===== config.mk =====
export PLATFORM = sky130hd
export DESIGN_NAME = e2e_profile4m_receive_check
export DESIGN_NICKNAME = d
export VERILOG_FILES = /design/src/design/e2e4m_pkg.sv /design/src/design/e2e4m_front.sv /design/src/design/e2e4m_queue.sv /design/src/design/e2e4m_back.sv /design/src/design/e2e_profile4m_receive_check.sv
export VERILOG_INCLUDE_DIRS = /design/src /design/src/design
export SDC_FILE = /design/constraint.sdc
export NUM_CORES = 1
export LEC_CHECK = 0
export BUFFER_PORTS_ARGS = -buffer_cell sky130_fd_sc_hd__buf_2
export CELL_PAD_IN_SITES_DETAIL_PLACEMENT = 1
export CELL_PAD_IN_SITES_GLOBAL_PLACEMENT = 1
export CORE_UTILIZATION = 36
export DETAILED_ROUTE_END_ITERATION = 7
export GPL_TIMING_DRIVEN = 0
export PLACE_DENSITY_LB_ADDON = 0.1
export SYNTH_ARGS = -nofsm -noshare
export SYNTH_HDL_FRONTEND = slang
export SYNTH_SLANG_ARGS = --single-unit

===== constraint.sdc =====
create_clock -name clk -period 11.55 [get_ports clk]
set_input_delay 0 -clock clk [delete_from_list [all_inputs] [get_ports clk]]
set_output_delay 0 -clock clk [all_outputs]
set_load 0.05 [all_outputs]

===== src/design/e2e_profile4m_receive_check_defines.svh =====
// assertion macros shared by the e2e profile 4m receive check
// no dependencies
`ifndef E2E_PROFILE4M_RECEIVE_CHECK_DEFINES_SVH
`define E2E_PROFILE4M_RECEIVE_CHECK_DEFINES_SVH
// property that must hold at every edge out of reset
`define E2E_ASSERT_ALWAYS(lbl, clk, rst_n, expr, msg) \
	lbl: assert property (@(posedge clk) disable iff (!rst_n) (expr)) else $error(msg);
// implication checked from the next edge
`define E2E_ASSERT_NEXT(lbl, clk, rst_n, ante, cons, msg) \
	lbl: assert property (@(posedge clk) disable iff (!rst_n) (ante) |=> (cons)) else $error(msg);
`endif


===== src/design/e2e4m_pkg.sv =====
// shared types, constants and crc function for the e2e profile 4m receive check
// no dependencies
package e2e4m_pkg;
	localparam logic [31:0] CRC_INIT = 32'hFFFF_FFFF;
	localparam logic [31:0] CRC_POLY_R = 32'hC8DF_352F;
	localparam logic [15:0] COUNTER_MAX = 16'hFFFF;

	typedef enum logic [2:0] {
		ST_OK = 3'd0, ST_OKSOMELOST = 3'd1, ST_ERROR = 3'd2,
		ST_REPEATED = 3'd3, ST_NONEWDATA = 3'd4, ST_WRONGSEQ = 3'd5
	} chk_status_t;

	typedef enum logic [2:0] {
		GEN_OK = 3'd0, GEN_REPEATED = 3'd1, GEN_WRONGSEQ = 3'd2,
		GEN_ERROR = 3'd3, GEN_NONEWDATA = 3'd4
	} gen_status_t;

	typedef enum logic [2:0] {
		REG_OFFSET = 3'd0, REG_DATA_ID = 3'd1, REG_MAX_DELTA = 3'd2,
		REG_MIN_LEN = 3'd3, REG_MAX_LEN = 3'd4, REG_SINK_ROLE = 3'd5
	} reg_idx_t;

	// one finished message or no-data request, as handed to the back part
	typedef struct packed {
		logic        nodata;
		logic        nodata_len_bad;
		logic        len_bad;
		logic        frame_err;
		logic        hdr_match;
		logic [27:0] rx_src;
		logic [15:0] rx_cnt;
	} job_t;

	// byte-wide reflected crc update
	function automatic logic [31:0] crc_byte(input logic [31:0] crc, input logic [7:0] b);
		logic [31:0] c;
		c = crc ^ {24'd0, b};
		for (int i = 0; i < 8; i++) begin
			c = c[0] ? ((c >> 1) ^ CRC_POLY_R) : (c >> 1);
		end
		return c;
	endfunction
endpackage


===== src/design/e2e4m_front.sv =====
// front part: parses the header, runs the crc and classifies each finished message
// depends on e2e4m_pkg
module e2e4m_front import e2e4m_pkg::*; #(
	parameter int MAX_MESSAGE_BYTES = 4096,
	parameter int PW = $clog2(MAX_MESSAGE_BYTES + 2)
) (
	input  logic        clk,
	input  logic        arst_n,
	input  logic        in_valid,
	input  logic [7:0]  data_byte,
	input  logic        last_byte,
	input  logic        no_data,
	input  logic [12:0] message_length,
	input  logic [27:0] expected_source_id,
	input  logic        expected_msg_type,
	input  logic        expected_msg_result,
	input  logic [11:0] header_offset_bytes,
	input  logic [31:0] data_id,
	input  logic [12:0] min_length_bytes,
	input  logic [12:0] max_length_bytes,
	input  logic        sink_role,
	output logic        job_valid,
	output job_t        job
);
	logic [PW-1:0] pos_q;
	logic [31:0]   crc_q;
	logic [15:0]   hlen_q, hcnt_q;
	logic [31:0]   hid_q, hcrc_q, hsrc_q;
	logic [12:0]   exp_len_q;
	logic [27:0]   exp_src_q;
	logic          exp_type_q, exp_res_q;

	logic          first;
	logic [12:0]   cur_len;
	logic [27:0]   cur_src;
	logic          cur_type, cur_res;
	logic [PW:0]   rel;
	logic          in_hdr, in_crc;
	logic [31:0]   crc_n;
	logic [15:0]   hlen_n, hcnt_n;
	logic [31:0]   hid_n, hcrc_n, hsrc_n;
	logic [PW-1:0] pos_n;
	logic          len_bad;
	logic [27:0]   rsrc;
	logic          rtype, rres;

	assign first    = (pos_q == '0);
	assign cur_len  = first ? message_length : exp_len_q;
	assign cur_src  = first ? expected_source_id : exp_src_q;
	assign cur_type = first ? expected_msg_type : exp_type_q;
	assign cur_res  = first ? expected_msg_result : exp_res_q;

	// header window
	assign rel    = {1'b0, pos_q} - (PW+1)'(header_offset_bytes);
	assign in_hdr = ({1'b0, pos_q} >= (PW+1)'(header_offset_bytes)) && (rel < (PW+1)'(16));
	assign in_crc = in_hdr && (rel >= (PW+1)'(8)) && (rel < (PW+1)'(12));

	always_comb begin
		hlen_n = hlen_q; hcnt_n = hcnt_q; hid_n = hid_q; hcrc_n = hcrc_q; hsrc_n = hsrc_q;
		if (in_hdr) begin
			if (rel < (PW+1)'(2))       hlen_n = {hlen_q[7:0], data_byte};
			else if (rel < (PW+1)'(4))  hcnt_n = {hcnt_q[7:0], data_byte};
			else if (rel < (PW+1)'(8))  hid_n  = {hid_q[23:0], data_byte};
			else if (rel < (PW+1)'(12)) hcrc_n = {hcrc_q[23:0], data_byte};
			else                        hsrc_n = {hsrc_q[23:0], data_byte};
		end
		crc_n = in_crc ? crc_q : crc_byte(crc_q, data_byte);
		pos_n = (pos_q < PW'(MAX_MESSAGE_BYTES + 1)) ? pos_q + 1'b1 : pos_q;
	end

	// final checks on the last byte
	assign len_bad = (cur_len < min_length_bytes) || (cur_len > max_length_bytes) ||
		(32'(cur_len) > 32'(MAX_MESSAGE_BYTES));
	assign rsrc  = hsrc_n[27:0];
	assign rtype = (hsrc_n[31:30] != 2'd0);
	assign rres  = (hsrc_n[29:28] != 2'd0);

	always_comb begin
		job_valid = in_valid && (no_data || last_byte);
		job.nodata = no_data;
		job.nodata_len_bad = (message_length != '0);
		job.len_bad = len_bad;
		job.frame_err = (14'(cur_len) < 14'(header_offset_bytes) + 14'd16) ||
			(32'(pos_n) != 32'(cur_len));
		job.hdr_match = ((crc_n ^ CRC_INIT) == hcrc_n) && (hid_n == data_id) &&
			(hlen_n == 16'(cur_len)) && (sink_role || rsrc == cur_src) &&
			(rtype == cur_type) && (rres == cur_res);
		job.rx_src = (no_data || len_bad || !sink_role) ? 28'd0 : rsrc;
		job.rx_cnt = (no_data || len_bad) ? 16'd0 : hcnt_n;
	end

	// message state
	always_ff @(posedge clk or negedge arst_n) begin
		if (!arst_n) begin
			pos_q <= '0; crc_q <= CRC_INIT;
			hlen_q <= '0; hcnt_q <= '0; hid_q <= '0; hcrc_q <= '0; hsrc_q <= '0;
			exp_len_q <= '0; exp_src_q <= '0; exp_type_q <= 1'b0; exp_res_q <= 1'b0;
		end else if (in_valid) begin
			if (no_data || last_byte) begin
				pos_q <= '0; crc_q <= CRC_INIT;
				hlen_q <= '0; hcnt_q <= '0; hid_q <= '0; hcrc_q <= '0; hsrc_q <= '0;
			end else begin
				pos_q <= pos_n; crc_q <= crc_n;
				hlen_q <= hlen_n; hcnt_q <= hcnt_n; hid_q <= hid_n;
				hcrc_q <= hcrc_n; hsrc_q <= hsrc_n;
			end
			if (!no_data && first) begin
				exp_len_q <= message_length; exp_src_q <= expected_source_id;
				exp_type_q <= expected_msg_type; exp_res_q <= expected_msg_result;
			end
		end
	end
endmodule


===== src/design/e2e4m_queue.sv =====
// two-entry request queue between front and back parts
// depends on e2e4m_pkg and the assertion macro header
`include "e2e_profile4m_receive_check_defines.svh"
module e2e4m_queue import e2e4m_pkg::*; (
	input  logic clk,
	input  logic arst_n,
	input  logic wr_valid,
	input  job_t wr_job,
	output logic wr_ready,
	output logic rd_valid,
	input  logic rd_ready,
	output job_t rd_job
);
	job_t       mem_q [2];
	logic       wp_q, rp_q;
	logic [1:0] cnt_q;
	logic       push, pop;

	assign wr_ready = (cnt_q != 2'd2);
	assign rd_valid = (cnt_q != 2'd0);
	assign rd_job   = mem_q[rp_q];
	assign push = wr_valid && wr_ready;
	assign pop  = rd_valid && rd_ready;

	// storage
	always_ff @(posedge clk) begin
		if (push) mem_q[wp_q] <= wr_job;
	end

	// pointers and fill count
	always_ff @(posedge clk or negedge arst_n) begin
		if (!arst_n) begin
			wp_q <= 1'b0; rp_q <= 1'b0; cnt_q <= 2'd0;
		end else begin
			if (push) wp_q <= ~wp_q;
			if (pop)  rp_q <= ~rp_q;
			cnt_q <= cnt_q + 2'(push) - 2'(pop);
		end
	end

	`E2E_ASSERT_ALWAYS(a_cnt_range, clk, arst_n, cnt_q <= 2'd2, "queue count overflow")
	`E2E_ASSERT_ALWAYS(a_ptr_cnt, clk, arst_n, (cnt_q == 2'd1) == (wp_q != rp_q), "ptr mismatch")
	`E2E_ASSERT_NEXT(a_full_hold, clk, arst_n, cnt_q == 2'd2 && !pop, cnt_q == 2'd2, "full lost")
endmodule


===== src/design/e2e4m_back.sv =====
// back part: updates counter and status, drives the output register
// depends on e2e4m_pkg
module e2e4m_back import e2e4m_pkg::*; (
	input  logic        clk,
	input  logic        arst_n,
	input  logic        job_valid,
	input  job_t        job,
	output logic        job_ready,
	input  logic [15:0] max_delta_counter,
	output logic        out_valid,
	input  logic        out_ready,
	output logic        return_code,
	output logic [2:0]  check_status,
	output logic [2:0]  generic_status,
	output logic [27:0] received_source_id,
	output logic [15:0] received_counter
);
	chk_status_t st_q, st_n;
	logic [15:0] last_q, last_n;
	logic        ret;
	logic [15:0] delta;
	gen_status_t gen;
	logic        take;

	assign job_ready = !out_valid || out_ready;
	assign take  = job_valid && job_ready;
	assign delta = job.rx_cnt - last_q;

	// status update
	always_comb begin
		st_n = st_q; last_n = last_q; ret = 1'b0;
		if (job.nodata) begin
			if (job.nodata_len_bad) ret = 1'b1;
			else st_n = ST_NONEWDATA;
		end else if (job.len_bad) begin
			ret = 1'b1;
		end else if (job.frame_err || !job.hdr_match) begin
			st_n = ST_ERROR;
		end else begin
			last_n = job.rx_cnt;
			if (delta > max_delta_counter) st_n = ST_WRONGSEQ;
			else if (delta == 16'd0)       st_n = ST_REPEATED;
			else if (delta == 16'd1)       st_n = ST_OK;
			else                           st_n = ST_OKSOMELOST;
		end
		if (ret) gen = GEN_ERROR;
		else begin
			unique case (st_n)
				ST_OK, ST_OKSOMELOST: gen = GEN_OK;
				ST_REPEATED:          gen = GEN_REPEATED;
				ST_WRONGSEQ:          gen = GEN_WRONGSEQ;
				ST_NONEWDATA:         gen = GEN_NONEWDATA;
				default:              gen = GEN_ERROR;
			endcase
		end
	end

	always_ff @(posedge clk or negedge arst_n) begin
		if (!arst_n) begin
			st_q <= ST_ERROR; last_q <= COUNTER_MAX; out_valid <= 1'b0;
		end else begin
			if (take) begin
				st_q <= st_n; last_q <= last_n;
			end
			if (job_ready) out_valid <= job_valid;
		end
	end

	// output register
	always_ff @(posedge clk) begin
		if (take) begin
			return_code <= ret;
			check_status <= st_n;
			generic_status <= gen;
			received_source_id <= job.rx_src;
			received_counter <= job.rx_cnt;
		end
	end
endmodule


===== src/design/e2e_profile4m_receive_check.sv =====
// top level of the e2e profile 4m receive check
// depends on e2e4m_pkg, e2e4m_front, e2e4m_queue, e2e4m_back
//
// Checks e2e profile 4m protected messages arriving one byte per request on
// s_axis; a result request leaves on m_axis for each last byte or no-data
// request. A byte is taken every cycle unless the queue is full: the
// byte-wide crc update sets the one-cycle rate. A result passes the queue
// and the output register. A two-entry queue lets the input run while the
// output stalls; s_axis_tready drops only when that queue is full.
module e2e_profile4m_receive_check import e2e4m_pkg::*; #(
	parameter int MAX_MESSAGE_BYTES = 4096
) (
	input  logic        clk,
	input  logic        arst_n,
	input  logic        s_axis_tvalid,
	output logic        s_axis_tready,
	// data_byte[7:0], message_length[20:8], expected_source_id[48:21],
	// expected_msg_type[49], expected_msg_result[50], zero fill
	input  logic [55:0] s_axis_tdata,
	input  logic        s_axis_tlast,  // last_byte
	input  logic        s_axis_tuser,  // no_data
	output logic        m_axis_tvalid,
	input  logic        m_axis_tready,
	// return_code[0], check_status[3:1], generic_status[6:4],
	// received_source_id[34:7], received_counter[50:35], zero fill
	output logic [55:0] m_axis_tdata,
	input  logic        cfg_we,
	input  logic [2:0]  cfg_index,
	input  logic [31:0] cfg_wdata
);
	logic [11:0] offset_q;
	logic [31:0] data_id_q;
	logic [15:0] max_delta_q;
	logic [12:0] min_len_q, max_len_q;
	logic        sink_q;

	// configuration registers
	always_ff @(posedge clk or negedge arst_n) begin
		if (!arst_n) begin
			offset_q <= '0; data_id_q <= '0; max_delta_q <= 16'd1;
			min_len_q <= 13'd16; max_len_q <= 13'd4096; sink_q <= 1'b0;
		end else if (cfg_we) begin
			unique case (cfg_index)
				REG_OFFSET:    offset_q <= cfg_wdata[11:0];
				REG_DATA_ID:   data_id_q <= cfg_wdata;
				REG_MAX_DELTA: max_delta_q <= cfg_wdata[15:0];
				REG_MIN_LEN:   min_len_q <= cfg_wdata[12:0];
				REG_MAX_LEN:   max_len_q <= cfg_wdata[12:0];
				REG_SINK_ROLE: sink_q <= cfg_wdata[0];
				default: ;
			endcase
		end
	end

	logic fr_valid, q_ready, bq_valid, bq_ready, acc;
	job_t fr_job, bq_job;

	assign s_axis_tready = q_ready;
	assign acc = s_axis_tvalid && s_axis_tready;

	e2e4m_front #(.MAX_MESSAGE_BYTES(MAX_MESSAGE_BYTES)) u_front (
		.clk, .arst_n, .in_valid(acc),
		.data_byte(s_axis_tdata[7:0]), .last_byte(s_axis_tlast), .no_data(s_axis_tuser),
		.message_length(s_axis_tdata[20:8]), .expected_source_id(s_axis_tdata[48:21]),
		.expected_msg_type(s_axis_tdata[49]), .expected_msg_result(s_axis_tdata[50]),
		.header_offset_bytes(offset_q), .data_id(data_id_q),
		.min_length_bytes(min_len_q), .max_length_bytes(max_len_q), .sink_role(sink_q),
		.job_valid(fr_valid), .job(fr_job)
	);

	e2e4m_queue u_queue (
		.clk, .arst_n, .wr_valid(fr_valid), .wr_job(fr_job), .wr_ready(q_ready),
		.rd_valid(bq_valid), .rd_ready(bq_ready), .rd_job(bq_job)
	);

	logic        rc;
	logic [2:0]  cs, gs;
	logic [27:0] rs;
	logic [15:0] rcnt;

	e2e4m_back u_back (
		.clk, .arst_n, .job_valid(bq_valid), .job(bq_job), .job_ready(bq_ready),
		.max_delta_counter(max_delta_q), .out_valid(m_axis_tvalid), .out_ready(m_axis_tready),
		.return_code(rc), .check_status(cs), .generic_status(gs),
		.received_source_id(rs), .received_counter(rcnt)
	);

	assign m_axis_tdata = {5'd0, rcnt, rs, gs, cs, rc};
endmodule

**After elaboration in Yosys (flattened, before gate mapping)**

Memory sizes are Yosys's and may differ from the RTL's.
Cells that the tools add are included.

- $add $sub $neg: 6
- Order comparisons: 13
- Eq/ne operators: 18
- Mux-type cells: 55
- Bitwise operators: 15
- Reduce and logical (&&, ||, !) cells: 43

Operators with widths:

| operator | number |
|---|---|
| 2-to-1 mux 32 bit | 27 |
| NOT 18 -> 19 bit | 8 |
| 2-to-1 mux 16 bit | 8 |
| == test 32 bit | 2 |
| 2-to-1 mux 28 bit | 2 |
| 2-to-1 mux 13 bit | 3 |
| NOT 32 bit | 1 |
| XOR 32 x 8 -> 32 bit | 1 |
| == test 28 bit | 1 |
| < comparator 14 x 4 -> 1 bit, second input constant | 2 |
| 2-to-1 mux 3 bit | 6 |
| == test 16 x 1 -> 1 bit, second input constant | 1 |
| == test 16 x 13 -> 1 bit | 1 |
| > comparator 16 bit | 1 |
| logical NOT 16 bit | 1 |
| subtractor 16 bit | 1 |
| >= comparator 14 x 4 -> 1 bit, second input constant | 1 |
| < comparator 13 x 14 -> 1 bit | 1 |
| < comparator 14 x 2 -> 1 bit, second input constant | 1 |
| < comparator 14 x 3 -> 1 bit, second input constant | 1 |
| < comparator 14 x 5 -> 1 bit, second input constant | 1 |
| AND reduction 2 bit | 7 |
| subtractor 13 x 12 -> 14 bit | 1 |
| adder 12 x 5 -> 13 bit, second input constant | 1 |
| 26 further kinds | 70 |

- Bits in registers: 378
- RAM bits: 98
- Bits of input ports: 98
- Output and inout port bits: 58
- Logic and storage cells: 179
- Memories: 1

Memories:

| name | depth | width | read ports | clocked after memory_dff | write ports | line | text |
|---|---|---|---|---|---|---|---|
| u_queue.mem_q | 2 | 49 | 1 | 0 | 1 | e2e4m_queue.sv:14 | `job_t mem_q [2];` |

**Depth between registers and ports, before layout**

- Depth after elaboration: 25
- Depth in mapped cells: 26
- Mapped depth without buffers: 23

**Cells and area by module**

A second synthesis with hierarchy kept.

- Cell total of the unflattened synthesis: 2351
- Area total of the unflattened synthesis: 26456.6 µm²

By module, submodules not included:

| module | instances | cells an instance | area an instance (µm²) | seq. area each (µm²) |
|---|---|---|---|---|
| e2e4m_front | 1 | 1641 | 15298.4 | 5445.2 |
| e2e4m_back | 1 | 338 | 3891.2 | 2053.2 |
| e2e4m_queue | 1 | 175 | 3756.1 | 3042.9 |
| e2e_profile4m_receive_check | 1 | 197 | 3510.9 | 2180.8 |

**Worst setup path after synthesis**

No wires, ideal clock.

- Path kind: flip-flop to flip-flop
- Start: reg u_queue.rp_q
- End: reg u_back.check_status[0] (data pin)
- Setup time: 258 ps
- Data arrival time: 5054 ps
- Required time: 11292 ps
- Path slack: 6238 ps
- Stages on the path, launching flop included: 26
- Path buffers: 3
- Clock period less this slack: 5312 ps
- Cells stage by stage: dfrtp_1 > clkbuf_1 > buf_1 > clkbuf_1 > mux2i_1 > ha_1 > inv_1 > fa_1 > a21o_1 > a21oi_1 > o21bai_1 > a31o_2 > a211oi_1 > xnor2_1 > ha_1 > nor2b_1 > o21ai_0 > nand2b_1 > a21oi_1 > nor2b_1 > o31ai_1 > a21oi_1 > nor4_1 > a31oi_1 > a21oi_1 > inv_1

- Cells in the longest elaborated chain, start to end: 9
- Elaborated cells on any way between the ends: 14
- Classes of those cells: add/sub (1); order compare (1); eq/ne (1); mux (7); reduce/logical (3); memory (1)

Ends and longest elaborated chain:

| what | line | text |
|---|---|---|
| start, declared | e2e4m_queue.sv:15 | `logic wp_q, rp_q;` |
| start signal, assigned | e2e4m_queue.sv:36 | `if (pop) rp_q <= ~rp_q;` |
| memory read (2 x 49 bit) * | -- |  |
| branches (longest 7 deep; another with subtractor 16 bit) | -- |  |
| 2-to-1 mux 3 bit * | e2e4m_back.sv:32 | `if (job.nodata) begin` |
| via u_back.st_n[0] | e2e4m_back.sv:18 | `chk_status_t st_q, st_n;` |
| end signal, assigned | e2e4m_back.sv:73 | `check_status <= st_n;` |
| end, declared | e2e4m_back.sv:13 | `output logic [2:0] check_status,` |

Mark *: on every way through the listed nets, which the timed path passes.
A chain may end at the register's enable or synchronous reset.

==> results.py <==
metrics = {
    "grt": {
        "antenna_found_initial": 1,
        "global_route.usage.total": 0.2394,
        "grt_first_pass_wirelength_mm": 130.5,
        "first_global_vias": 21020,
        "pin_count_of_the_biggest_net_entering_global_routing": 98,
        "grt_overflow": 0,
    },
    "hold_path": {
        "whs_endpoint": "data_id_q[21]$_DFFE_PN0P_",
        "depth_of_the_worst_hold_timing_path": 3,
        "hp_start": "cfg_wdata[21]",
        "hold_path_class": "in -> reg",
    },
    "worst_setup_path": {
        "cp_data_arrival_time_ns": 7.94,
        "crit-reg2reg-launch": "u_front.pos_q[1]$_DFFE_PN0P_",
        "timing.critical_path.max_delay_family": "buffers and inverters",
        "worstPathRequired_ns": 11.96,
        "critical_path.reg2reg.endpoint": "u_queue.mem_q[0][35]$_DFFE_PP_",
        "path_max_fanout": 10,
        "path_class": "reg -> reg",
        "crit_path_cell_trace": "inv_1, ha_1, nor2b_1, nand4_1, buf_1, clkbuf_1, buf_1, buf_2, mux2i_1, inv_1, ha_1, nand2_1, nor4_1, a2111oi_0, or4_1, clkbuf_1, or2_2, buf_2, buf_1, a21oi_1",
        "max_stage_delay_ns": 0.73,
        "critical_path.n_buffers_inverters": 9,
        "endpoint_class_of_the_critical_path": "flop",
        "ff2ff_path_depth": 20,
        "timing.critical_path.mode_cell": "buf_1",
        "r2r_setup_slack_ns": 4.02,
        "critPathSlowestCell": "buf_1",
        "setup.worst_path.start_class": "flop",
    },
    "cts": {
        "clock_tree_from_tritoncts": "done",
        "max-clock-path-buffers": 3,
        "htreeDepth": 2,
        "clockRootBuffer": "clkbuf_16",
        "clkSinkCount": 476,
        "cts_post_setup_buffers_inserted": 0,
        "post_cts_hold_buffers": 94,
        "cts.reportedPaths.clkPinSlew_ns": 0.06,
        "cts-buffers-inserted": 56,
        "insertion_delay_to_the_later_sink_of_the_worst_skew_pair_ns": 0.63,
        "cts_resized": 0,
    },
    "final_layout": {
        "post_route_cells_drive_above_1_share": 0.1717,
        "final_nets": 2847,
        "most-common-layout-cells": "dfrtp_1, nand2_1, edfxtp_1",
        "final_common_cell": "dfrtp_1",
        "num_antenna_cells": 0,
        "fin_area_um2": 30590,
        "synthToLayoutAreaGrowth_pct": 19.92,
    },
    "timing": {
        "relSlewSlack": 0.09142,
        "timing_hold_violations_final": 0,
        "post-route-period-util": 0.6520,
        "setup_viol_count_final": 0,
        "rsz_0062_raised_after_global_routing": "no",
        "final.setup_skew_ns": 0.02321,
        "maxSlewViolCount": 0,
        "final_worst_path_period_need_ns": 7.530,
        "summed_negative_setup_slack_over_all_endpoints_ns": 0,
        "achievable-frequency_ghz": 0.1328,
        "tightest_slew_ns": 1.352,
    },
    "power_and_ir_drop": {
        "power.net_switching_mw": 3.193,
        "power_density_nw_per_um2": 259.8,
        "cell_internal_pwr_mw": 4.754,
        "cellLeakagePower_nw": 12.45,
        "clock_power_share": 0.243,
        "share_comb_of_total_power": 0.452,
        "vdd_ir_drop_max_v": 0.0001346,
        "power.share.switching": 0.4018,
        "sequential_group_share_of_total_power": 0.306,
    },
    "drt": {
        "vias": 19660,
        "wl_per_cell_um": 23.38,
        "via_count_normalized_by_instance_count": 5.389,
        "drt_drc_violations_left": 0,
        "firstDrtPassIters": 4,
        "drt_first_iter_violations": 1322,
        "drt-total-wl_mm": 85.33,
        "antenna_violating_nets_post_route": 0,
    },
    "floorplan": {
        "die-width_um": 268.2,
        "dieHeight_um": 268.2,
        "initial_utilization": 0.3642,
        "rows": 97,
        "core_region_area_um2": 70030,
        "design.portCount": 156,
        "die_area_um2": 71920,
    },
    "placement": {
        "place.detailed.hpwl_mm": 63.05,
        "buffer_ports.inserted": 143,
        "place.gp.congestion": 0.9059,
        "post_dp_cell_area_um2": 27610,
    },
    "synth": {
        "synth.avg_cell_area_um2": 10.84,
        "ys_seq_elements": 476,
        "netlist-cell-type-count": 80,
        "post_synth_inst_count": 2353,
        "postSynth.topFlopCell": "dfrtp_1",
        "synth_enable_flop_cells": 149,
        "ys_seq_area_frac": 0.4988,
        "syn_area_um2": 25510,
        "ys.warnings.count": 0,
        "synthArstFlopShare": 0.6870,
    },
    "outcome": {
        "status": "finished, final reports clean",
    },
    "run": {
        "cap_violations": 0,
    },
}
==> power by group through the flow <==
stage | registers, mW | logic (mW) | clock network (mW)
global route | 2.48 | 3.91 | 2.04
CTS | 2.43 | 3.61 | 1.98
finish | 2.43 | 3.59 | 1.93
floorplan | 2.70 | 2.25 | 0
global placement | 2.46 | 3.46 | 0
detailed placement | 2.46 | 3.56 | 0
==> cells in the mapped netlist, types with 9 or more instances <==
cell | number | area, um^2
xnor2_1 | 144 | 1261
nand2_1 | 260 | 975.9
o21ai_0 | 121 | 605.6
nor3_1 | 32 | 160.2
o31ai_1 | 14 | 105.1
a22o_1 | 128 | 1121
o22ai_1 | 12 | 75.07
nand2b_1 | 12 | 75.07
inv_1 | 114 | 427.9
a211oi_1 | 13 | 97.59
dfstp_2 | 52 | 1366
o21a_1 | 16 | 120.1
buf_1 | 20 | 75.07
a221oi_1 | 9 | 78.83
nand3_1 | 32 | 160.2
nor2b_1 | 15 | 93.84
a21oi_1 | 113 | 565.5
clkbuf_1 | 88 | 330.3
edfxtp_1 | 149 | 4474
mux2_2 | 135 | 1520
o2111ai_1 | 22 | 192.7
ha_1 | 85 | 1064
xor2_1 | 61 | 534.3
mux2i_1 | 63 | 630.6
nand4_1 | 42 | 262.8
nor2_1 | 109 | 409.1
nor4_1 | 25 | 156.4
and3_1 | 14 | 87.58
or4_1 | 27 | 202.7
dfrtp_1 | 275 | 6882
a21o_1 | 15 | 112.6
==> how the worst max path moves through the flow <==
stage | from | endpoint | slack [ns] | cells after the start
after detailed placement | u_front.pos_q[1]$_DFFE_PN0P_ | u_queue.mem_q[0][35]$_DFFE_PP_ | 3.99 | 20
after floorplan | u_queue.rp_q$_DFFE_PN0P_ | u_back.check_status[0]$_DFFE_PP_ | 6.24 | 25
final | u_front.pos_q[1]$_DFFE_PN0P_ | u_queue.mem_q[0][35]$_DFFE_PP_ | 4.02 | 20
after global routing | u_front.pos_q[1]$_DFFE_PN0P_ | u_queue.mem_q[0][26]$_DFFE_PP_ | 3.60 | 25
after global placement | arst_n | u_front.hcrc_q[24]$_DFFE_PN0P_ | 3.76 | 1
after CTS | u_front.pos_q[1]$_DFFE_PN0P_ | u_queue.mem_q[0][35]$_DFFE_PP_ | 3.94 | 20
==> layout make-up <==
class	count	area [um^2]
Buffer	120	483.0
Clock buffer	80	1602
Clock inverter	25	416.7
Fill cell	7699	39440
Inverter	114	427.9
Multi-Input combinational cell	1647	11900
Sequential cell	476	12720
Tap cell	940	1176
Timing Repair Buffer	247	1859
==> routing by layer <==
layer / track usage / vias to the layer above / wire length, um
met5: 0 / - / 0
met4: 0.04788 / 0 / 1410
met3: 0.02694 / 93 / 2941
met2: 0.4083 / 326 / 41660
met1: 0.3274 / 10090 / 39310
li1: - / 9157 / -
==> tightest hold or removal path, stage by stage <==
cell and delay, ns:
dlygate4sd3_1 0.51, buf_2 0.09, mux2_2 0.13
==> state kept, by name, summed over array words and instances, names as in the netlist, 12 cells and up <==
name,cells
u_front.crc_q,32
u_front.hlen_q,16
u_front.hsrc_q,32
u_back.received_counter,16
min_len_q,13
u_front.pos_q,13
u_front.exp_src_q,28
u_front.hcnt_q,16
u_back.received_source_id,28
offset_q,12
u_queue.mem_q,98
u_back.last_q,16
u_front.hcrc_q,32
max_delta_q,16
data_id_q,32
max_len_q,13
u_front.hid_q,32
u_front.exp_len_q,13
==> logic make-up (layout without fill, tap and decap cells) <==
| family | Yosys count | after routing | synth area share |
|---|---|---|---|
| simple gates | 611 | 611 | 0.1150 |
| compound gates | 526 | 526 | 0.1403 |
| flops | 476 | 476 | 0.4988 |
| buf+inv | 234 | 586 | 0.03571 |
| xor+xnor | 220 | 220 | 0.08246 |
| mux | 198 | 198 | 0.08433 |
| fa+ha+maj | 87 | 87 | 0.04327 |
| other cells | 1 | 5 | 0.0001470 |
==> per-stage QoR <==
step                  util  hold WS (ns)  setup WS, ns  std cells  power (mW)
detailed placement  0.3943       0.01464         3.992       3450       6.021
finish              0.4368        0.1388         4.020       3649       7.947
CTS                 0.4368        0.1119         3.941       3649       8.026
floorplan                -       -0.2956         6.238       2357       4.953
global placement    0.3914        0.2334         3.760       3440       5.912
global route        0.4368        0.1373         3.597       3649       8.431
No activity file was read; power rests on OpenSTA's default activity.
